<file path="config.mk">
export PLATFORM = sky130hd
export DESIGN_NAME = mass_storage_descriptor_scan
export DESIGN_NICKNAME = d
export VERILOG_FILES = /design/src/hdl/msds_pkg.sv /design/src/hdl/mass_storage_descriptor_scan.sv /design/src/hdl/msds_in_reg.sv /design/src/hdl/msds_walk.sv /design/src/hdl/msds_out_reg.sv
export SDC_FILE = /design/constraint.sdc
export NUM_CORES = 1
export LEC_CHECK = 0
export ABC_AREA = 1
export BUFFER_PORTS_ARGS = -buffer_cell sky130_fd_sc_hd__buf_2
export CAP_MARGIN = 5
export CELL_PAD_IN_SITES_DETAIL_PLACEMENT = 0
export CELL_PAD_IN_SITES_GLOBAL_PLACEMENT = 1
export CORE_UTILIZATION = 44
export DETAILED_ROUTE_END_ITERATION = 10
export PLACE_DENSITY_LB_ADDON = 0.1
export SYNTH_ARGS = -nofsm -noshare
export SYNTH_HDL_FRONTEND = slang
export SYNTH_HIERARCHICAL = 1
export SYNTH_SLANG_ARGS = --single-unit
</file>
<file path="constraint.sdc">
create_clock -name clk -period 12 [get_ports clk]
set_input_delay 0.6 -clock clk [delete_from_list [all_inputs] [get_ports clk]]
set_output_delay 0.6 -clock clk [all_outputs]
set_load 0.005 [all_outputs]
</file>
<file path="src/hdl/msds_pkg.sv">
`default_nettype none

package msds_pkg;

    // One byte of the descriptor set.
    typedef struct packed {
        logic [7:0] data_byte;
        logic       last_byte;
    } in_item_t;

    // Summary produced on the final byte of a set.
    typedef struct packed {
        logic        found;
        logic [7:0]  config_value;
        logic [3:0]  in_endpoint;
        logic [15:0] in_max_packet;
        logic [3:0]  out_endpoint;
        logic [15:0] out_max_packet;
    } out_item_t;

    // Descriptor type codes.
    localparam logic [7:0] TYPE_CONFIG    = 8'h02;
    localparam logic [7:0] TYPE_INTERFACE = 8'h04;
    localparam logic [7:0] TYPE_ENDPOINT  = 8'h05;

    // Interface class triple for SCSI bulk-only mass storage.
    localparam logic [7:0] CLASS_MSC     = 8'h08;
    localparam logic [7:0] SUBCLASS_SCSI = 8'h06;
    localparam logic [7:0] PROTO_BOT     = 8'h50;

    // Endpoint attribute and address fields.
    localparam logic [7:0] XFER_MASK   = 8'h03;
    localparam logic [7:0] XFER_BULK   = 8'h02;
    localparam logic [7:0] DIR_IN_BIT  = 8'h80;
    localparam logic [7:0] EP_NUM_MASK = 8'h0F;

    // Header geometry and minimum descriptor lengths.
    localparam logic [3:0] HEADER_BYTES   = 4'd9;
    localparam int         DESC_FIELDS    = 6;
    localparam logic [7:0] IF_MIN_SIZE    = 8'd8;
    localparam logic [7:0] EP_MIN_SIZE    = 8'd6;
    localparam logic [7:0] DESC_MIN_SIZE  = 8'd2;
    localparam logic [7:0] FIELDS_END_POS = 8'd8;

endpackage

`default_nettype wire

</file>
<file path="src/hdl/mass_storage_descriptor_scan.sv">
// Channel   Direction  Handshake                  Payload
// byte      in         byte_valid / byte_stall    byte_item   (data_byte, last_byte)
// result    out        result_valid / result_stall result_item (found .. out_max_packet)
//
// One byte is taken every cycle unless the input register is stalled; each byte
// is held in the input register and is folded into the scan state as it leaves.
// A result enters the result register as its final byte leaves the input register.
// Reset clears all scan state and both valid flags; a final byte clears the scan state.
// Only a final byte waits on a stalled result; while it waits, no new byte is taken.
`default_nettype none

module mass_storage_descriptor_scan (
    input  wire logic                clk,
    input  wire logic                rst_n,
    input  wire logic                byte_valid,
    output logic                     byte_stall,
    input  wire msds_pkg::in_item_t  byte_item,
    output logic                     result_valid,
    input  wire logic                result_stall,
    output msds_pkg::out_item_t      result_item
);
    import msds_pkg::*;

    in_item_t  stage_item;
    out_item_t res_item;
    logic      fire;
    logic      hold_last;

    // A final byte may only proceed once the result register can take its summary.
    assign hold_last = result_valid && result_stall;

    msds_in_reg u_in_reg (
        .clk        (clk),
        .rst_n      (rst_n),
        .byte_valid (byte_valid),
        .byte_stall (byte_stall),
        .byte_item  (byte_item),
        .hold_last  (hold_last),
        .fire       (fire),
        .stage_item (stage_item)
    );

    msds_walk u_walk (
        .clk        (clk),
        .rst_n      (rst_n),
        .fire       (fire),
        .stage_item (stage_item),
        .res_item   (res_item)
    );

    msds_out_reg u_out_reg (
        .clk          (clk),
        .rst_n        (rst_n),
        .load         (fire && stage_item.last_byte),
        .res_item     (res_item),
        .result_valid (result_valid),
        .result_stall (result_stall),
        .result_item  (result_item)
    );

endmodule

`default_nettype wire

</file>
<file path="src/hdl/msds_in_reg.sv">
`default_nettype none

module msds_in_reg (
    input  wire logic              clk,
    input  wire logic              rst_n,
    input  wire logic              byte_valid,
    output logic                   byte_stall,
    input  wire msds_pkg::in_item_t byte_item,
    input  wire logic              hold_last,
    output logic                   fire,
    output msds_pkg::in_item_t     stage_item
);
    import msds_pkg::*;

    logic     vld_reg;
    in_item_t item_reg;
    logic     load;

    // A held item moves on unless it is a final byte and the result is still waiting.
    assign fire       = vld_reg && !(item_reg.last_byte && hold_last);
    assign byte_stall = vld_reg && !fire;
    assign load       = byte_valid && !byte_stall;
    assign stage_item = item_reg;

    // Valid flag of the input stage.
    always_ff @(posedge clk or negedge rst_n)
    begin
        if (!rst_n)
        begin
            vld_reg <= 1'b0;
        end
        else if (load)
        begin
            vld_reg <= 1'b1;
        end
        else if (fire)
        begin
            vld_reg <= 1'b0;
        end
    end

    // Payload of the input stage.
    always_ff @(posedge clk)
    begin
        if (load)
        begin
            item_reg <= byte_item;
        end
    end

endmodule

`default_nettype wire

</file>
<file path="src/hdl/msds_walk.sv">
`default_nettype none

module msds_walk (
    input  wire logic               clk,
    input  wire logic               rst_n,
    input  wire logic               fire,
    input  wire msds_pkg::in_item_t stage_item,
    output msds_pkg::out_item_t     res_item
);
    import msds_pkg::*;

    logic [3:0] cnt_reg, cnt_next;
    logic [7:0] hlen_reg, hlen_next;
    logic       hdr_ok_reg, hdr_ok_next;
    logic [7:0] cfg_reg, cfg_next;
    logic       started_reg, started_next;
    logic       stopped_reg, stopped_next;
    logic [7:0] pos_reg, pos_next;
    logic [7:0] size_reg, size_next;
    logic [7:0] type_reg, type_next;
    logic [7:0] fields_reg [DESC_FIELDS];
    logic [7:0] fields_next [DESC_FIELDS];
    logic       match_reg, match_next;
    logic       have_in_reg, have_in_next;
    logic       have_out_reg, have_out_next;
    logic [3:0] in_num_reg, in_num_next;
    logic [15:0] in_mps_reg, in_mps_next;
    logic [3:0] out_num_reg, out_num_next;
    logic [15:0] out_mps_reg, out_mps_next;

    logic [7:0] b;
    logic [7:0] walk_pos;
    logic [2:0] fld_idx;
    logic       found;

    assign b       = stage_item.data_byte;
    assign fld_idx = 3'(walk_pos - DESC_MIN_SIZE);

    // Next state for one byte: header capture, walk start, descriptor walk.
    always_comb
    begin
        cnt_next      = cnt_reg;
        hlen_next     = hlen_reg;
        hdr_ok_next   = hdr_ok_reg;
        cfg_next      = cfg_reg;
        started_next  = started_reg;
        stopped_next  = stopped_reg;
        size_next     = size_reg;
        type_next     = type_reg;
        fields_next   = fields_reg;
        match_next    = match_reg;
        have_in_next  = have_in_reg;
        have_out_next = have_out_reg;
        in_num_next   = in_num_reg;
        in_mps_next   = in_mps_reg;
        out_num_next  = out_num_reg;
        out_mps_next  = out_mps_reg;
        walk_pos      = pos_reg;

        // Header fields by byte offset.
        if (cnt_reg == 4'd0)
        begin
            hlen_next = b;
        end
        else if (cnt_reg == 4'd1)
        begin
            hdr_ok_next = (b == TYPE_CONFIG);
        end
        else if (cnt_reg == 4'd5)
        begin
            cfg_next = b;
        end
        if (cnt_reg < HEADER_BYTES)
        begin
            cnt_next = cnt_reg + 4'd1;
        end

        // Before the walk, the position counts offsets up to the header length.
        if (!started_reg)
        begin
            if (pos_reg == hlen_next)
            begin
                started_next = 1'b1;
                walk_pos     = 8'd0;
            end
            else
            begin
                walk_pos = pos_reg + 8'd1;
            end
        end
        pos_next = walk_pos;

        // Descriptor walk.
        if (started_next && !stopped_reg)
        begin
            if (walk_pos == 8'd0)
            begin
                size_next = b;
                if (b < DESC_MIN_SIZE)
                begin
                    stopped_next = 1'b1;
                end
                else
                begin
                    pos_next = 8'd1;
                end
            end
            else
            begin
                if (walk_pos == 8'd1)
                begin
                    type_next = b;
                end
                else if (walk_pos < FIELDS_END_POS)
                begin
                    fields_next[fld_idx] = b;
                end

                if ({1'b0, walk_pos} + 9'd1 == {1'b0, size_reg})
                begin
                    pos_next = 8'd0;
                    // Act on the descriptor now that its last byte is in.
                    if (type_next == TYPE_INTERFACE)
                    begin
                        match_next = (size_reg >= IF_MIN_SIZE) &&
                                     (fields_next[3] == CLASS_MSC) &&
                                     (fields_next[4] == SUBCLASS_SCSI) &&
                                     (fields_next[5] == PROTO_BOT);
                        if (match_next && (have_in_reg || have_out_reg))
                        begin
                            stopped_next = 1'b1;
                        end
                    end
                    else if (type_next == TYPE_ENDPOINT && match_reg &&
                             size_reg >= EP_MIN_SIZE)
                    begin
                        if ((fields_next[1] & XFER_MASK) == XFER_BULK)
                        begin
                            if ((fields_next[0] & DIR_IN_BIT) != 8'd0)
                            begin
                                if (!have_in_reg)
                                begin
                                    in_num_next  = 4'(fields_next[0] & EP_NUM_MASK);
                                    in_mps_next  = {fields_next[3], fields_next[2]};
                                    have_in_next = 1'b1;
                                end
                            end
                            else if (!have_out_reg)
                            begin
                                out_num_next  = 4'(fields_next[0] & EP_NUM_MASK);
                                out_mps_next  = {fields_next[3], fields_next[2]};
                                have_out_next = 1'b1;
                            end
                        end
                    end
                end
                else
                begin
                    pos_next = walk_pos + 8'd1;
                end
            end
        end
    end

    // Summary of the set as it stands after this byte.
    always_comb
    begin
        found = (cnt_next >= HEADER_BYTES) && hdr_ok_next && have_in_next && have_out_next;
        res_item.found          = found;
        res_item.config_value   = found ? cfg_next : 8'd0;
        res_item.in_endpoint    = found ? in_num_next : 4'd0;
        res_item.in_max_packet  = found ? in_mps_next : 16'd0;
        res_item.out_endpoint   = found ? out_num_next : 4'd0;
        res_item.out_max_packet = found ? out_mps_next : 16'd0;
    end

    // Scanner state; a final byte returns everything to the reset values.
    always_ff @(posedge clk or negedge rst_n)
    begin
        if (!rst_n)
        begin
            cnt_reg      <= 4'd0;
            hlen_reg     <= 8'd0;
            hdr_ok_reg   <= 1'b0;
            cfg_reg      <= 8'd0;
            started_reg  <= 1'b0;
            stopped_reg  <= 1'b0;
            pos_reg      <= 8'd0;
            size_reg     <= 8'd0;
            type_reg     <= 8'd0;
            for (int i = 0; i < DESC_FIELDS; i++)
            begin
                fields_reg[i] <= 8'd0;
            end
            match_reg    <= 1'b0;
            have_in_reg  <= 1'b0;
            have_out_reg <= 1'b0;
            in_num_reg   <= 4'd0;
            in_mps_reg   <= 16'd0;
            out_num_reg  <= 4'd0;
            out_mps_reg  <= 16'd0;
        end
        else if (fire && stage_item.last_byte)
        begin
            // The set is complete, so the next byte starts a fresh one.
            cnt_reg      <= 4'd0;
            hlen_reg     <= 8'd0;
            hdr_ok_reg   <= 1'b0;
            cfg_reg      <= 8'd0;
            started_reg  <= 1'b0;
            stopped_reg  <= 1'b0;
            pos_reg      <= 8'd0;
            size_reg     <= 8'd0;
            type_reg     <= 8'd0;
            for (int i = 0; i < DESC_FIELDS; i++)
            begin
                fields_reg[i] <= 8'd0;
            end
            match_reg    <= 1'b0;
            have_in_reg  <= 1'b0;
            have_out_reg <= 1'b0;
            in_num_reg   <= 4'd0;
            in_mps_reg   <= 16'd0;
            out_num_reg  <= 4'd0;
            out_mps_reg  <= 16'd0;
        end
        else if (fire)
        begin
            cnt_reg      <= cnt_next;
            hlen_reg     <= hlen_next;
            hdr_ok_reg   <= hdr_ok_next;
            cfg_reg      <= cfg_next;
            started_reg  <= started_next;
            stopped_reg  <= stopped_next;
            pos_reg      <= pos_next;
            size_reg     <= size_next;
            type_reg     <= type_next;
            fields_reg   <= fields_next;
            match_reg    <= match_next;
            have_in_reg  <= have_in_next;
            have_out_reg <= have_out_next;
            in_num_reg   <= in_num_next;
            in_mps_reg   <= in_mps_next;
            out_num_reg  <= out_num_next;
            out_mps_reg  <= out_mps_next;
        end
    end

endmodule

`default_nettype wire

</file>
<file path="src/hdl/msds_out_reg.sv">
`default_nettype none

module msds_out_reg (
    input  wire logic                clk,
    input  wire logic                rst_n,
    input  wire logic                load,
    input  wire msds_pkg::out_item_t res_item,
    output logic                     result_valid,
    input  wire logic                result_stall,
    output msds_pkg::out_item_t      result_item
);
    import msds_pkg::*;

    logic      vld_reg;
    out_item_t item_reg;

    assign result_valid = vld_reg;
    assign result_item  = item_reg;

    // Valid flag of the result register; it is only loaded when free or taken.
    always_ff @(posedge clk or negedge rst_n)
    begin
        if (!rst_n)
        begin
            vld_reg <= 1'b0;
        end
        else if (load)
        begin
            vld_reg <= 1'b1;
        end
        else if (!result_stall)
        begin
            vld_reg <= 1'b0;
        end
    end

    // Result payload.
    always_ff @(posedge clk)
    begin
        if (load)
        begin
            item_reg <= res_item;
        end
    end

endmodule

`default_nettype wire

</file>
==> metrics.csv <==
metric,value,unit
largest net degree at the start of global routing,68,
Switching Power,0.6922,mW
Max Clock Skew,8.721,ps
root buffer selected by CTS,clkbuf_16,
latest clock arrival within the worst-skew pair,440,ps
Worst Max-Slew Pin Slew,1100,ps
1st-iter DRT viols,534,
Initial Utilization,45.21,%
first-pass GRT wire length,43.26,mm
DP HPWL,17.43,mm
fin crit period,6508,ps
dpl ws,5451,ps
H-tree levels,4,
Synth top area share,33.02,%
Worst Path Arrival,6750,ps
failing checks,design-rule violations,
gr usage total,23.65,%
"most common cell after layout, fill and taps aside",nand2_1,
most frequent cells in the layout,"370 x nand2_1, 161 x inv_1, 131 x dfrtp_1",
Hold Crit Class,primary input to asynchronous set/reset pin,
Area contributors post-synth,"dfrtp_1 33%, edfxtp_1 18%, nand2_1 14%",
CP Launch Type,register,
final setup vio count,0,
"wirelength, routed",26.13,mm
Leak,5.291,nW
Ys Warns,6,
max-cap viol count,0,
clock transition at the registers of the reported paths,70,ps
CTS tree,built,
Internal,1.171,mW
Post-Synthesis Cell Area,9927,µm²
# DRC,2,
Setup TNS Final,0,ps
achievable clock frequency,0.1537,GHz
Max Slew Vio Count,0,
CP max stage delay,830,ps
clock sinks,189,
initial antenna violation count,0,
post-synth top area cell,dfrtp_1,
slowest cell on the critical path,nand3_2,
Min Hold Slack,158.7,ps
final period utilization,54.24,%
Post-CTS Hold Buffers,0,
Routed WL per cell,16.49,µm
max reg flops,49,
die height,152.2,µm
Seq pwr share,39.6,%
layout cells sized above 1,11.49,%
Vias/cell,5.307,
total grt overflow,0,
num ports,64,
cells after synthesis,1260,
syn_area_per_cell,7.879,µm²
#FFs+latches synth,189,
crit path capture type,register,
crit path kind,register to register,
Final Hold Viols,0,
die area,23170,µm²
Slew HR,26.69,%
Worst Path Max Fanout,49,
register area share after synthesis,50.57,%
clock share of power,31.4,%
power per cell area,168.8,nW/µm²
Tot Pwr,1.863,mW
# fillers,2141,
# Post-CTS Setup Buffers,0,
maximum VDD drop,0.09053,mV
DR vias,8411,
Routed Antenna Nets,0,
die width,152.2,µm
total CTS buffers,17,
P&R area growth vs syn,11.14,%
I/O Buffers,63,
final layout net count,1312,
status,"finished, violations left",
CTS Buffer Depth,2,
DRT Pass-1 Iters,8,
CTS resizes,0,
WP data required,12240,ps
n_diodes,0,
placer congestion estimate,0.8412,
unique cell type count in the Yosys netlist,34,
RSZ-0062 raised after global routing,false,
Rows,54,
min setup slack post-route,5492,ps
post-synth net total,1280,
CP bufs+invs,3,
sw frac,37.16,%
Top delay family on crit path,simple AND/OR/NAND/NOR gates,
area of the core,21960,µm²
CP dominant cell by count,nand2_1,
Comb power frac,28.9,%
vias in the first global route,8007,
final core occ,50.25,%
-- final timing paths --
kind,start,end,slack (ps),cells after the start
max,u_walk/cnt_reg[0],u_out_reg/result_item[43],5490,30
min,rst_n,u_walk/hlen_reg[7],160,1
max reg2reg,u_walk/cnt_reg[0],u_out_reg/result_item[43],5490,30
min reg2reg,u_walk/in_mps_reg[13],u_walk/in_mps_reg[13],480,2
max in group asynchronous,rst_n,u_walk/in_mps_reg[8],10510,2
min in group clk,byte_item[8],u_in_reg/stage_item[8],340,1
-- cell usage after synthesis --
| cell type | number |
|---|---|
| buf_1 | 6 |
| nor3_1 | 3 |
| inv_1 | 162 |
| edfxtp_1 | 58 |
| a31oi_1 | 1 |
| xor2_1 | 5 |
| nor2_1 | 82 |
| nand4_1 | 65 |
| nand2_2 | 6 |
| dfrtp_1 | 131 |
| nor2_4 | 4 |
| nand3_2 | 3 |
| inv_2 | 5 |
| buf_4 | 1 |
| o21ai_0 | 74 |
| xnor2_1 | 1 |
| ha_1 | 7 |
| nand3b_1 | 2 |
| nand2_1 | 370 |
| buf_2 | 14 |
| o31ai_1 | 2 |
| nand3_1 | 110 |
| o21ai_1 | 9 |
| clkinv_1 | 2 |
| a21oi_1 | 17 |
| a32o_1 | 5 |
| nor3_2 | 1 |
| nor4_1 | 2 |
| o22ai_1 | 50 |
| nand3_4 | 1 |
| o21ai_2 | 2 |
| buf_6 | 5 |
| clkbuf_1 | 40 |
| nor2_2 | 14 |
-- layout make-up --
type                       instances  area (µm²)  area share, %
sequential                       189        5020          45.50
multi-input combinational        836        3981          36.09
inverter                         169       634.4          5.750
timing repair buffer              79       441.7          4.003
clock buffer                      18       429.2          3.890
tap                              280       350.3          3.175
clock inverter                    14       176.4          1.599
-- logic make-up after synthesis --
logic type	Yosys count	share of synthesized area, %
XOR/XNOR	6	0.5294
buffers and inverters	235	9.478
AO/OA/AOI/OAI	160	9.088
AND/OR/NAND/NOR	663	29.46
adder cells (fa/ha/maj)	7	0.8822
flip-flops	189	50.57
-- metrics by stage --
stage / cells / cell area [µm²]
global route: 1585 / 11030
floorplan: 1260 / 9927
global placement: 1553 / 10430
detailed placement: 1553 / 10430
finish: 1585 / 11030
CTS: 1585 / 11030
-- power groups by stage --
stage	Combinational [mW]	Sequential, mW	Clock, mW
2_1_floorplan	0.415	0.741	0
4_1_cts	0.537	0.738	0.601
5_1_grt	0.609	0.744	0.627
3_3_place_gp	0.532	0.751	0
3_5_place_dp	0.534	0.751	0
6_report	0.539	0.738	0.585
-- per-layer routing --
layer | wire (µm) | global-route usage, % | vias to the layer above
met4 | 400 | 7.094 | 0
met3 | 1095 | 2.759 | 32
li1 | - | - | 4208
met2 | 11570 | 36.30 | 207
met1 | 13070 | 35.11 | 3964
met5 | 0 | 0 | -
Note: power is estimated with default switching activity, not from simulation.
